### src/rtl/core/dtpwm_pkg.sv
// ----------------------------------------------------------------------------
// dtpwm_pkg
// Shared types, reset constants and the debounce step of the toggle dimmer.
// ----------------------------------------------------------------------------
package dtpwm_pkg;

  localparam int unsigned DATA_W       = 8;
  localparam int unsigned PIN_W        = 8;
  localparam int unsigned CHANNELS_DEF = 8;
  localparam int unsigned CFG_IDX_W    = 2;

  localparam logic [DATA_W-1:0] PERIOD_RST   = 8'd20;
  localparam logic [DATA_W-1:0] DEBOUNCE_RST = 8'd100;
  localparam logic [DATA_W-1:0] BRIGHT_RST   = 8'd21;
  localparam logic [DATA_W-1:0] DIM_RST      = 8'd2;
  localparam logic [DATA_W-1:0] COUNT_MAX    = 8'hff;

  typedef enum logic [CFG_IDX_W-1:0] {
    REG_PERIOD   = 2'd0,
    REG_DEBOUNCE = 2'd1,
    REG_BRIGHT   = 2'd2,
    REG_DIM      = 2'd3
  } reg_idx_t;

  // per tick control shared by all channels
  typedef struct packed {
    logic              advance;
    logic              wrap;
    logic [DATA_W-1:0] phase;
    logic [DATA_W-1:0] debounce_ticks;
    logic [DATA_W-1:0] bright_duty;
    logic [DATA_W-1:0] dim_duty;
  } chan_ctrl_t;

  typedef struct packed {
    logic              last;
    logic [DATA_W-1:0] cnt;
    logic              acc;
  } deb_t;

  function automatic deb_t debounce_step(deb_t d, logic s, logic [DATA_W-1:0] limit);
    deb_t r;
    r = d;
    if (d.last == s) begin
      if (d.cnt != COUNT_MAX) begin
        r.cnt = d.cnt + 8'd1;
      end
      if (r.cnt > limit) begin
        r.acc = d.last;
      end
    end else begin
      r.cnt = '0;
    end
    r.last = s;
    return r;
  endfunction

endpackage

### src/rtl/core/dtpwm_phase.sv
// ----------------------------------------------------------------------------
// dtpwm_phase
// Shared pwm phase counter: advances each tick, wraps at the period.
// ----------------------------------------------------------------------------
module dtpwm_phase (
  input  logic                          clk,
  input  logic                          rst_n,
  input  logic                          advance,
  input  logic [dtpwm_pkg::DATA_W-1:0]  period_ticks,
  output logic                          wrap,
  output logic [dtpwm_pkg::DATA_W-1:0]  phase_nxt
);

  logic [dtpwm_pkg::DATA_W-1:0] phase_r;
  logic [dtpwm_pkg::DATA_W:0]   inc;

  // a stale phase above a lowered period also wraps
  assign inc       = {1'b0, phase_r} + 9'd1;
  assign wrap      = inc >= {1'b0, period_ticks};
  assign phase_nxt = wrap ? '0 : inc[dtpwm_pkg::DATA_W-1:0];

  always_ff @(posedge clk) begin
    if (!rst_n) begin
      phase_r <= '0;
    end else if (advance) begin
      phase_r <= phase_nxt;
    end
  end

endmodule

### src/rtl/core/dtpwm_channel.sv
// ----------------------------------------------------------------------------
// dtpwm_channel
// One button/led channel: debounce, drive-low test and toggle on press.
// ----------------------------------------------------------------------------
module dtpwm_channel (
  input  logic                  clk,
  input  logic                  rst_n,
  input  dtpwm_pkg::chan_ctrl_t ctrl,
  input  logic                  sample,
  output logic                  release_bit,
  output logic                  led_nxt
);

  dtpwm_pkg::deb_t              deb_r, deb_wrap, deb_nxt;
  logic                         seen_r, ind_r, bright_r;
  logic                         seen_nxt, bright_nxt;
  logic [dtpwm_pkg::DATA_W-1:0] duty;
  logic                         drive_low;
  logic                         fall;

  assign duty      = bright_r ? ctrl.bright_duty : ctrl.dim_duty;
  assign drive_low = ctrl.phase > duty;

  // wrap debounces once more before the normal pass
  always_comb begin
    deb_wrap = ctrl.wrap ? dtpwm_pkg::debounce_step(deb_r, sample, ctrl.debounce_ticks)
                         : deb_r;
    deb_nxt  = drive_low ? deb_wrap
                         : dtpwm_pkg::debounce_step(deb_wrap, sample, ctrl.debounce_ticks);
  end

  assign fall        = seen_r & ~deb_nxt.acc;
  assign seen_nxt    = deb_nxt.acc;
  assign led_nxt     = ind_r ^ fall;
  assign bright_nxt  = bright_r ^ fall;
  assign release_bit = ~drive_low;

  always_ff @(posedge clk) begin
    if (!rst_n) begin
      deb_r    <= '{last: 1'b1, cnt: '0, acc: 1'b1};
      seen_r   <= 1'b1;
      ind_r    <= 1'b0;
      bright_r <= 1'b1;
    end else if (ctrl.advance) begin
      deb_r    <= deb_nxt;
      seen_r   <= seen_nxt;
      ind_r    <= led_nxt;
      bright_r <= bright_nxt;
    end
  end

endmodule

### src/rtl/core/debounced_toggle_pwm_dimmer.sv
// ----------------------------------------------------------------------------
// debounced_toggle_pwm_dimmer
// Debounced toggle buttons sharing their pins with a pwm led dimmer.
// ----------------------------------------------------------------------------
// usage:
//   in_*   one transfer per timer tick carrying the eight sampled pin levels
//   out_*  one transfer per tick: pin_release and led_state after the tick
//   cfg_*  register writes (period, debounce, bright duty, dim duty), always
//          ready, only to be issued while the block is idle
// path: a tick is registered on the input stage and its result is then
//   registered on the output register once that register is free or taken
// throughput: one tick per cycle unless stalled; per channel debounce and
//   toggle is a single combinational pass between input and output registers
// stall: while out_ready is low the result holds and the input stage keeps
//   one more tick, after which in_ready drops until the result is taken
// reset: phase zero, all buttons seen released, leds off, bright duty selected,
//   registers back to their defaults; both stages empty
// ----------------------------------------------------------------------------
module debounced_toggle_pwm_dimmer #(
  parameter int unsigned CHANNELS = dtpwm_pkg::CHANNELS_DEF
) (
  input  logic                             clk,
  input  logic                             rst_n,
  input  logic                             in_valid,
  output logic                             in_ready,
  input  logic [dtpwm_pkg::PIN_W-1:0]      in_pin_levels,
  output logic                             out_valid,
  input  logic                             out_ready,
  output logic [dtpwm_pkg::PIN_W-1:0]      out_pin_release,
  output logic [dtpwm_pkg::PIN_W-1:0]      out_led_state,
  input  logic                             cfg_valid,
  output logic                             cfg_ready,
  input  logic [dtpwm_pkg::CFG_IDX_W-1:0]  cfg_index,
  input  logic [dtpwm_pkg::DATA_W-1:0]     cfg_data
);

  logic [dtpwm_pkg::DATA_W-1:0] period_r, debounce_r, bright_r, dim_r;
  logic                         s0_valid_r;
  logic [dtpwm_pkg::PIN_W-1:0]  s0_pins_r;
  logic                         out_valid_r;
  logic [dtpwm_pkg::PIN_W-1:0]  release_r, led_r;
  logic [dtpwm_pkg::PIN_W-1:0]  release_nxt, led_nxt;
  logic [CHANNELS-1:0]          ch_release, ch_led;
  logic                         advance;
  logic                         wrap;
  logic [dtpwm_pkg::DATA_W-1:0] phase_nxt;
  dtpwm_pkg::chan_ctrl_t        ctrl;

  assign cfg_ready = 1'b1;

  always_ff @(posedge clk) begin
    if (!rst_n) begin
      period_r   <= dtpwm_pkg::PERIOD_RST;
      debounce_r <= dtpwm_pkg::DEBOUNCE_RST;
      bright_r   <= dtpwm_pkg::BRIGHT_RST;
      dim_r      <= dtpwm_pkg::DIM_RST;
    end else if (cfg_valid) begin
      unique case (dtpwm_pkg::reg_idx_t'(cfg_index))
        dtpwm_pkg::REG_PERIOD:   period_r   <= cfg_data;
        dtpwm_pkg::REG_DEBOUNCE: debounce_r <= cfg_data;
        dtpwm_pkg::REG_BRIGHT:   bright_r   <= cfg_data;
        dtpwm_pkg::REG_DIM:      dim_r      <= cfg_data;
        default:                 period_r   <= period_r;
      endcase
    end
  end

  // tick moves from input stage to output register
  assign advance   = s0_valid_r && (!out_valid_r || out_ready);
  assign in_ready  = !s0_valid_r || advance;
  assign out_valid = out_valid_r;
  assign out_pin_release = release_r;
  assign out_led_state   = led_r;

  always_ff @(posedge clk) begin
    if (!rst_n) begin
      s0_valid_r  <= 1'b0;
      out_valid_r <= 1'b0;
    end else begin
      if (in_ready) begin
        s0_valid_r <= in_valid;
      end
      if (advance) begin
        out_valid_r <= 1'b1;
      end else if (out_ready) begin
        out_valid_r <= 1'b0;
      end
    end
  end

  always_ff @(posedge clk) begin
    if (in_valid && in_ready) begin
      s0_pins_r <= in_pin_levels;
    end
    if (advance) begin
      release_r <= release_nxt;
      led_r     <= led_nxt;
    end
  end

  dtpwm_phase u_phase (
    .clk          (clk),
    .rst_n        (rst_n),
    .advance      (advance),
    .period_ticks (period_r),
    .wrap         (wrap),
    .phase_nxt    (phase_nxt)
  );

  assign ctrl = '{advance:        advance,
                  wrap:           wrap,
                  phase:          phase_nxt,
                  debounce_ticks: debounce_r,
                  bright_duty:    bright_r,
                  dim_duty:       dim_r};

  for (genvar ch = 0; ch < CHANNELS; ch++) begin : g_ch
    logic sample;
    // channels beyond the pin word always sample released
    if (ch < dtpwm_pkg::PIN_W) begin : g_pin
      assign sample = s0_pins_r[ch];
    end else begin : g_idle
      assign sample = 1'b1;
    end

    dtpwm_channel u_channel (
      .clk         (clk),
      .rst_n       (rst_n),
      .ctrl        (ctrl),
      .sample      (sample),
      .release_bit (ch_release[ch]),
      .led_nxt     (ch_led[ch])
    );
  end

  for (genvar b = 0; b < dtpwm_pkg::PIN_W; b++) begin : g_out
    if (b < CHANNELS) begin : g_used
      assign release_nxt[b] = ch_release[b];
      assign led_nxt[b]     = ch_led[b];
    end else begin : g_unused
      assign release_nxt[b] = 1'b0;
      assign led_nxt[b]     = 1'b0;
    end
  end

endmodule

### config.mk
export PLATFORM = sky130hd
export DESIGN_NAME = debounced_toggle_pwm_dimmer
export DESIGN_NICKNAME = d
export VERILOG_FILES = /design/src/rtl/core/dtpwm_pkg.sv /design/src/rtl/core/dtpwm_phase.sv /design/src/rtl/core/dtpwm_channel.sv /design/src/rtl/core/debounced_toggle_pwm_dimmer.sv
export SDC_FILE = /design/constraint.sdc
export NUM_CORES = 1
export LEC_CHECK = 0
export BUFFER_PORTS_ARGS = -buffer_cell sky130_fd_sc_hd__clkbuf_2
export CORE_ASPECT_RATIO = 0.6
export CORE_MARGIN = 4
export CORE_UTILIZATION = 29
export CTS_CLUSTER_DIAMETER = 50
export CTS_CLUSTER_SIZE = 16
export DETAILED_ROUTE_END_ITERATION = 12
export PLACE_DENSITY_LB_ADDON = 0.05
export SKIP_LAST_GASP = 1
export SLEW_MARGIN = 10
export SYNTH_ARGS = -nofsm -noshare
export SYNTH_HDL_FRONTEND = slang
export SYNTH_HIERARCHICAL = 1
export SYNTH_SLANG_ARGS = --single-unit
### constraint.sdc
create_clock -name clk -period 7.4 [get_ports clk]
set_clock_uncertainty 0.05 [all_clocks]
set_input_delay 1.11 -clock clk [delete_from_list [all_inputs] [get_ports clk]]
set_output_delay 1.11 -clock clk [all_outputs]
set_load 0.05 [all_outputs]
==> flow_summary.ini, run 1 <==
[outcome]
outcome = finished, final reports clean

[die]
dieWidth_um = 338
die_area_um2 = 69500
ios = 42
core-area_um2 = 64500
initial_core_util_pct = 29.3
num_rows = 72
fp.dieH_um = 206

[clock_tree]
ctsHoldBuffers = 0
cts_tree = done
worstSkewPairLatency_ps = 490
clockBufferDepth = 2
cts.clk_slew.worst_paths_ps = 80
cts_max_level = 4
numCtsBuffers = 17
cts_sinks = 162
ctsRootBufferMaster = clkbuf_16

[logic_synthesis]
ys_ff_latch = 162
syn-num-nets = 2613
synth_edf_count = 24
netlist_instances = 2373
avgSynthCellArea_um2 = 7.97
yosys.area.top_type = dfxtp_1
yosysWarnings = 6
synth_top_area_share_pct = 14.6
synth_cell_types = 113
syn_area_um2 = 18900
synth-seq-area-share_pct = 18.4
async_flop_share_pct = 0
synthFlopType = dfxtp_1
synth_area_leaders = dfxtp_1 15%, ha_1 14%, mux2i_1 6.0%, a21oi_1 4.1%, edfxtp_1 3.8%

[worst_setup_path]
cp_num_buf_inv = 2
cp_num_cells = 25
required_ps = 7720
crit_path_end_kind = flip-flop
crit_family = compound AO/OA/AOI/OAI gates
cpMaxStageDelayCell = dfxtp_1
path_common_cell = ha_1
cp_max_fo = 42
reg2reg_depth = 25
slowest_delay_ps = 470
rrSetupSlack_ps = 430
worstPathArrival_ps = 7290
crit_path_start_kind = flip-flop
crit_type = flip-flop to flip-flop

[placement]
gp_congestion = 0.840
dp_hpwl_mm = 51.3
place_area_um2 = 19800
numPortBuffers = 40

[drt]
highest_layer = met4
viasPerCell = 5.69
wl_met1_mm = 39.6
dr.pass1.iters = 5
met3_length_mm = 3.18
antenna_left = 0
wl_met2_mm = 25.1
via_count = 18300
post_drt_wl_per_cell_um = 21.4
drt_iter0_markers = 1570
wirelength_mm = 68.6
drcViolationCount = 0

[power]
switchingPower_uw = 987
seq_power_share_pct = 38.9
p_clk_share_pct = 37.2
ir_worst_vdd_mv = 0.149
p_leak_nw = 8.78
switching_share_pct = 37.4
pwr-share-comb_pct = 23.9
p_int_mw = 1.65
p_per_area_nw_per_um2 = 129

[cells_and_area]
nFillCells = 6792
fin_util_pct = 31.6
area_growth_pct = 7.91
diodes = 0
final_cell_area_um2 = 20400
fin_nets = 2584
drive_gt1_share_pct = 11.0

[global_route]
grt_pass1_wl_mm = 105
gr-usage-all-layers_pct = 19.5
grt_max_degree = 83
antenna_found_initial = 0
overflow = 0
grt_pass1_vias = 16700

[sta]
hold_viol_final = 0
clock.fmax_mhz = 143
grt_setup_unrepaired = yes
slew-limit-headroom_pct = 28.1
drv_slew = 0
fin_crit_ps = 6970
finalSetupViolations = 0
tightest_slew_ps = 1070
period_share_pct = 94.2
setup_tns_ps = 0

[job]
maxCapViolCount = 0

[worst_hold_path]
hold_path_class = flip-flop to flip-flop
min_path_cells = 2
flip-flops by register name, summed over array words and instances (netlist names), 8 cells and up:
register                 cells
out_led_state                8
out_pin_release              8
period_r                     8
g_ch.u_channel/seen_r        8
u_phase/phase_r              8
g_ch.u_channel/ind_r         8
g_ch.u_channel/bright_r      8
dim_r                        8
bright_r                     8
g_ch.u_channel/deb_r        72
s0_pins_r                    8
debounce_r                   8
logic make-up (layout without fill, tap and decap cells):
| logic type | Yosys count | count (layout) | share of synthesized area [%] |
|---|---|---|---|
| and+or+nand+nor | 830 | 831 | 23.9 |
| xor gates and xnor gates | 60 | 60 | 2.98 |
| AOI/OAI and AO/OA | 682 | 682 | 25.3 |
| adders and majority gates | 217 | 217 | 14.4 |
| DFF | 162 | 162 | 18.4 |
| muxes | 151 | 151 | 8.26 |
| other | 1 | 1 | 0.0198 |
| buffers and inverters | 270 | 253 | 6.76 |
what timing repair did:
item / 4_1_cts / 5_1_grt
setup endpoints to repair: 1 / 27
buffers inserted: 0 / 2
gates cloned: 0 / 1
pin swaps: 0 / 1
resized for setup: 1 / 6
placed cells by master (no fill, tap or decap), types with 10 or more instances in the layout:
cell	n
ha_1	217
nand2_1	190
nor2_1	184
a21oi_1	153
dfxtp_1	138
inv_1	135
o21ai_0	131
mux2i_1	114
nand4_1	73
nand3_1	72
a31oi_1	58
nor2b_1	49
buf_4	44
clkbuf_2	39
and3_1	37
o211ai_1	34
a211oi_1	33
nand2b_1	31
mux2_2	30
xnor2_1	29
nor3_1	29
xor2_1	26
edfxtp_1	24
o31ai_1	22
and4_1	20
clkbuf_16	18
a21o_1	18
a41oi_1	18
nand3b_1	16
o21a_1	15
and2_1	15
or3_1	15
a211o_1	14
a21boi_0	11
a31o_2	11
or2_2	10
a311oi_1	10
o21ai_1	10
worst register-to-register path, stage by stage (launching register included):
cell       delay, ps
dfxtp_1          470
ha_1             300
nand3_1          150
o21ai_1          200
nand2_1          120
ha_1             310
and3_4           180
a221oi_2         270
o31ai_2          160
or2_4            310
buf_12           200
inv_1            340
nor2_1           180
a311o_4          470
nor4_2           390
and3_1           270
nor2_1            50
a31oi_1          350
ha_1             360
a2111oi_0        400
nand2_1           90
a31oi_1          220
nand2b_1         190
o211ai_1         110
a21oi_1          320
mux2_2           370
cell type report:
class	instances	area, um^2	share of cell area [%]
Sequential cell	162	3480	17.1
Tap cell	851	1060	5.22
Timing Repair Buffer	86	577	2.83
Multi-Input combinational cell	1942	14200	69.5
Clock buffer	18	450	2.21
Clock inverter	14	133	0.650
Inverter	135	507	2.48
synthesized netlist by cell type (all sizes together), types with 34 or more instances:
master / instances
a31oi: 59
nand4: 73
a21oi: 158
ha: 217
mux2i: 114
mux2: 37
buf: 66
dfxtp: 138
nor2b: 52
nand3: 72
o211ai: 35
nand2b: 34
and3: 42
inv: 135
o21ai: 143
a211oi: 39
clkbuf: 69
nand2: 193
xnor2: 34
nor2: 188
layer usage:
| metal | global-route usage [%] | vias to the layer above |
|---|---|---|
| met2 | 25.2 | 506 |
| met3 | 2.76 | 38 |
| met5 | 0 | - |
| li1 | - | 8886 |
| met4 | 3.19 | 0 |
| met1 | 32.9 | 8833 |
final timing paths:
kind | startpoint | end
setup / recovery | u_phase/phase_r[0] | g_ch[3].u_channel/bright_r
hold reg to reg | period_r[5] | period_r[5]
setup reg to reg | u_phase/phase_r[0] | g_ch[3].u_channel/bright_r
hold / removal | period_r[5] | period_r[5]
metrics by stage:
stage	worst slack, ps	power, mW	std cells	hold slack (ps)
after floorplan	703	1.46	2373	388
after global placement	135	1.66	3173	401
after detailed placement	-17.0	1.66	3173	410
after CTS	69.1	2.66	3205	421
after global routing	-10.7	2.78	3208	447
final	430	2.63	3208	421
power by group through the flow:
stage | combinational (mW) | sequential (mW) | clock [mW]
after detailed placement | 0.620 | 1.04 | 0
after global placement | 0.619 | 1.05 | 0
after CTS | 0.624 | 1.02 | 1.01
final | 0.630 | 1.03 | 0.979
after global routing | 0.704 | 1.03 | 1.04
after floorplan | 0.457 | 1.00 | 0
Note: power is estimated with default switching activity, not from simulation.
==> run 2: changes to the inputs <==
--- a/config.mk
+++ b/config.mk
@@ -13,6 +13,7 @@
 export CTS_CLUSTER_SIZE = 16
 export DETAILED_ROUTE_END_ITERATION = 12
 export PLACE_DENSITY_LB_ADDON = 0.05
+export RECOVER_POWER = 25
 export SKIP_LAST_GASP = 1
 export SLEW_MARGIN = 10
 export SYNTH_ARGS = -nofsm -noshare
==> constraint.sdc (replaced) <==
create_clock -name clk -period 7.6 [get_ports clk]
set_clock_uncertainty 0.05 [all_clocks]
set_input_delay 1.14 -clock clk [delete_from_list [all_inputs] [get_ports clk]]
set_output_delay 1.14 -clock clk [all_outputs]
set_load 0.05 [all_outputs]
==> flow_summary.ini, run 2 (synthesis gave the netlist of run 1 again) <==
[outcome]
outcome = finished with violations
violations = max-capacitance violations, max-slew violations

[sta]
drv_slew = 140
whs_ps = 422
finalWorstSetupSlack_ps = 258
clock.fmax_mhz = 136
fin_crit_ps = 7340
slew-limit-headroom_pct = -114
grt_setup_unrepaired = yes
period_share_pct = 96.6
hold_viol_final = 0
tightest_slew_ps = 3200
setup_tns_ps = 0
finalSetupViolations = 0

[cells_and_area]
diodes = 0
fin_util_pct = 31.5
nFillCells = 6868
area.sequential_um2 = 3480
stdcell_count = 3201
final_cell_area_um2 = 20300
regMostFlops = g_ch.u_channel/deb_r
fin_nets = 2577
multi_input_area_um2 = 14200
final_cell_mix = 217 x ha_1, 190 x nand2_1, 184 x nor2_1, 153 x a21oi_1, 138 x dfxtp_1
final_common_cell = ha_1
area_growth_pct = 7.42
largest_reg_flops = 72
drive_gt1_share_pct = 9.87

[clock_tree]
worstSkewPairLatency_ps = 490
cts_tree = done
ctsRootBufferMaster = clkbuf_16
cts_sinks = 162
numCtsBuffers = 17
cts_max_level = 4
clockBufferDepth = 2
ctsHoldBuffers = 0
cts.clk_slew.worst_paths_ps = 90

[job]
maxCapViolCount = 2

[worst_setup_path]
required_ps = 7790
cpMaxStageDelayCell = dfxtp_1
path_common_cell = ha_1
crit_type = flip-flop to flip-flop
crit_path_start_kind = flip-flop
crit_path_end_kind = flip-flop
crit_family = compound AO/OA/AOI/OAI gates
cp_num_buf_inv = 3
slowest_delay_ps = 480
worstPathArrival_ps = 7530
cp_max_fo = 16

[power]
power_mw = 2.52
switchingPower_uw = 938
pwr-share-comb_pct = 24.1
p_leak_nw = 8.67
p_int_mw = 1.58
p_per_area_nw_per_um2 = 124
switching_share_pct = 37.2
ir_worst_vdd_mv = 0.155
seq_power_share_pct = 39.6
p_clk_share_pct = 36.3

[drt]
antenna_left = 0
met3_length_mm = 4.08
wl_met1_mm = 36.8
viasPerCell = 5.70
highest_layer = met4
post_drt_wl_per_cell_um = 20.9
dr.pass1.iters = 5
drcViolationCount = 0
drt_iter0_markers = 1668
via_count = 18200
wl_met2_mm = 25.2
wirelength_mm = 66.8

[die]
fp.dieH_um = 206
ios = 42
initial_core_util_pct = 29.3
core-area_um2 = 64500
num_rows = 72
dieWidth_um = 338
die_area_um2 = 69500

[placement]
dpl_worst_slack_ps = 224
numPortBuffers = 40
dp_cells = 3165
dp_hpwl_mm = 49.2
gp_congestion = 0.860
place_area_um2 = 19700

[global_route]
grt_pass1_vias = 16700
antenna_found_initial = 0
gr-usage-all-layers_pct = 19.0
grt_max_degree = 74
grt_pass1_wl_mm = 102
overflow = 0

[worst_hold_path]
hold_path_class = flip-flop to flip-flop
[run 2: cell types whose count changed in the layout (fill, tap and decap cells not counted), moves of 2 or more]
cell,before,now
a2111oi_1,4,2
buf_4,44,34
clkbuf_1,0,22
clkbuf_2,39,21
clkinv_2,2,0
clkinv_4,0,2
inv_6,3,5
inv_8,6,3
[run 2: power groups by stage]
stage | registers, mW | logic, mW | clock network (mW)
3_3_place_gp | 1.02 | 0.598 | 0
3_5_place_dp | 1.02 | 0.597 | 0
5_1_grt | 1.01 | 0.678 | 0.991
6_report | 0.999 | 0.606 | 0.915
4_1_cts | 0.997 | 0.601 | 0.963
2_1_floorplan | 0.973 | 0.445 | 0
[run 2: worst reg2reg max path, cell delays in order (launching register included)]
cell,delay (ps)
dfxtp_1,480
ha_1,320
nand3_1,180
o21ai_0,290
nand2_1,140
ha_1,320
and3_4,180
a221oi_2,270
o31ai_2,150
or2_4,340
buf_12,160
buf_4,200
inv_1,300
nor2_1,160
a311o_4,460
nor4_2,390
and3_1,290
nor2_1,70
a31oi_2,280
ha_1,330
a2111oi_0,440
nand2_1,100
a31oi_1,240
nand2b_1,190
o211ai_1,110
a21boi_0,250
xor2_1,380
[run 2: worst paths after layout]
path	cells past startpoint	start	slack [ps]	endpoint
min reg2reg	2	period_r[0]	420	period_r[0]
max reg2reg	26	u_phase/phase_r[0]	260	out_led_state[3]
min	2	period_r[0]	420	period_r[0]
max	26	u_phase/phase_r[0]	260	out_led_state[3]
[run 2: timing repair]
action                     4_1_cts  5_1_grt
setup endpoints to repair        0       15
resized for setup                0        6
buffers inserted                 0        3
[run 2: final cells by class]
| cell class | instances | share of cell area [%] |
|---|---|---|
| clock buffer | 18 | 2.11 |
| clock inverter | 14 | 0.690 |
| inverter | 135 | 2.49 |
| multi-input combinational | 1942 | 69.9 |
| sequential | 162 | 17.2 |
| tap | 851 | 5.24 |
| timing repair buffer | 79 | 2.41 |
[run 2: layer usage]
metal / track usage, % / vias up
met3: 3.88 / 37
met4: 3.55 / 0
met5: 0 / -
li1: - / 8878
met1: 30.4 / 8792
met2: 25.4 / 530
==> run 3: changes to the inputs <==
--- a/config.mk
+++ b/config.mk
@@ -14,6 +14,7 @@
 export DETAILED_ROUTE_END_ITERATION = 12
 export PLACE_DENSITY_LB_ADDON = 0.05
 export RECOVER_POWER = 25
+export SETUP_SLACK_MARGIN = 0.3
 export SKIP_LAST_GASP = 1
 export SLEW_MARGIN = 10
 export SYNTH_ARGS = -nofsm -noshare
==> flow_summary.ini, run 3 (synthesis gave the netlist of run 1 again) <==
[outcome]
outcome = finished with violations
violations = max-capacitance violations, max-slew violations

[cells_and_area]
area_growth_pct = 7.68
regMostFlops = g_ch.u_channel/deb_r
drive_gt1_share_pct = 10.1
final_common_cell = ha_1
final_cell_mix = 217 x ha_1, 190 x nand2_1, 184 x nor2_1, 152 x a21oi_1, 137 x dfxtp_1
largest_reg_flops = 72
diodes = 0
fin_nets = 2582

[sta]
finalSetupViolations = 0
finalWorstSetupSlack_ps = 670
clock.fmax_mhz = 144
setup_tns_ps = 0
fin_crit_ps = 6930
tightest_slew_ps = 3490
slew-limit-headroom_pct = -133
hold_viol_final = 0
drv_slew = 237
period_share_pct = 91.2
grt_setup_unrepaired = yes

[worst_setup_path]
required_ps = 7720
crit_start = u_phase/phase_r[0]
worstReg2RegEnd = g_ch[2].u_channel/seen_r
reg2reg_depth = 27
crit_type = flip-flop to flip-flop
worstPathArrival_ps = 7050
cp_num_cells = 27
crit_path_start_kind = flip-flop
crit_path_end_kind = flip-flop
cpMaxStageDelayCell = or4b_4
regToRegStartpoint = u_phase/phase_r[0]
crit_family = simple AND/OR/NAND/NOR gates
cp_num_buf_inv = 4
cp_max_fo = 10
cp-endpoint = g_ch[2].u_channel/seen_r
slowest_delay_ps = 570
rrSetupSlack_ps = 670

[clock_tree]
cts.clk_slew.worst_paths_ps = 90
clockBufferDepth = 2
numCtsBuffers = 17
cts_tree = done
cts_sinks = 162
cts_max_level = 4
worstSkewPairLatency_ps = 490
ctsRootBufferMaster = clkbuf_16

[global_route]
gr-usage-all-layers_pct = 19.0
overflow = 0
grt_pass1_wl_mm = 102
grt_max_degree = 74
grt_pass1_vias = 16700
antenna_found_initial = 0

[die]
die_area_um2 = 69500
initial_core_util_pct = 29.3
num_rows = 72
fp.dieH_um = 206
ios = 42
core-area_um2 = 64500
dieWidth_um = 338

[drt]
via_count = 18200
wl_met2_mm = 25.2
wirelength_mm = 66.9
drcViolationCount = 0
highest_layer = met4
dr.pass1.iters = 6
antenna_left = 0
drt_iter0_markers = 1727
met3_length_mm = 3.99
viasPerCell = 5.68
post_drt_wl_per_cell_um = 20.9
wl_met1_mm = 36.8

[placement]
numPortBuffers = 40
dp_hpwl_mm = 49.2
dpl_worst_slack_ps = 224
gp_congestion = 0.860

[power]
ir_worst_vdd_mv = 0.155
p_leak_nw = 8.68
p_per_area_nw_per_um2 = 124

[job]
maxCapViolCount = 4

[worst_hold_path]
hold_path_class = flip-flop to flip-flop
worstHoldStart = period_r[0]
[run 3: changes by cell type in the layout (fill, tap and decap cells not counted), sizes merged]
cell / previous run / this run
clkinvlp: 0 / 2
clkbuf: 60 / 62
inv: 145 / 143
buf: 37 / 40
[run 3: worst min-delay path by stage]
stage | endpoint | slack [ps] | depth (start not counted)
finish | period_r[0] | 420 | 2
global route | period_r[3] | 440 | 2
CTS | period_r[1] | 420 | 2
detailed placement | period_r[7] | 410 | 2
global placement | period_r[3] | 400 | 2
floorplan | period_r[1] | 390 | 2
[run 3: power by group]
group	leakage [nW]	switching, mW	internal [mW]
Sequential	1.33	0.0897	0.909
Combinational	7.07	0.369	0.237
Clock	0.282	0.477	0.437
Total	8.68	0.936	1.58
[run 3: layout make-up]
type,count,area (um^2)
fill,6867,44100
multi-input combinational,1942,14200
sequential,162,3480
tap,851,1060
timing repair buffer,84,517
inverter,135,514
clock buffer,18,429
clock inverter,14,140
[run 3: per-layer routing]
layer  vias to the layer above  track usage [%]
met4                         0             3.53
met5                         -                0
li1                       8899                -
met1                      8751             30.4
met2                       522             25.5
met3                        40             4.05
[run 3: worst min-delay path: stages, from the launching register on]
cell     delay (ps)
dfxtp_1         320
nand2_1          50
mux2i_1          50
[run 3: timing repair]
action / 4_1_cts / 5_1_grt
buffers inserted: 4 / 4
resized for setup: 0 / 13
hold buffers: 0 / 0
pin swaps: 1 / 1
setup endpoints to repair: 2 / 29
gates cloned: 1 / 0
[run 3: stage by stage]
step / hold slack [ps] / util (%) / area (um^2) / total power, mW / std cells
6_report: 422 / 31.6 / 20400 / 2.52 / 3206
5_1_grt: 436 / 31.6 / 20400 / 2.68 / 3206
4_1_cts: 422 / 31.5 / 20300 / 2.56 / 3202
3_5_place_dp: 408 / 30.5 / 19700 / 1.61 / 3165
3_3_place_gp: 400 / 30.5 / 19700 / 1.62 / 3165
2_1_floorplan: 388 / - / 18900 / 1.42 / 2373
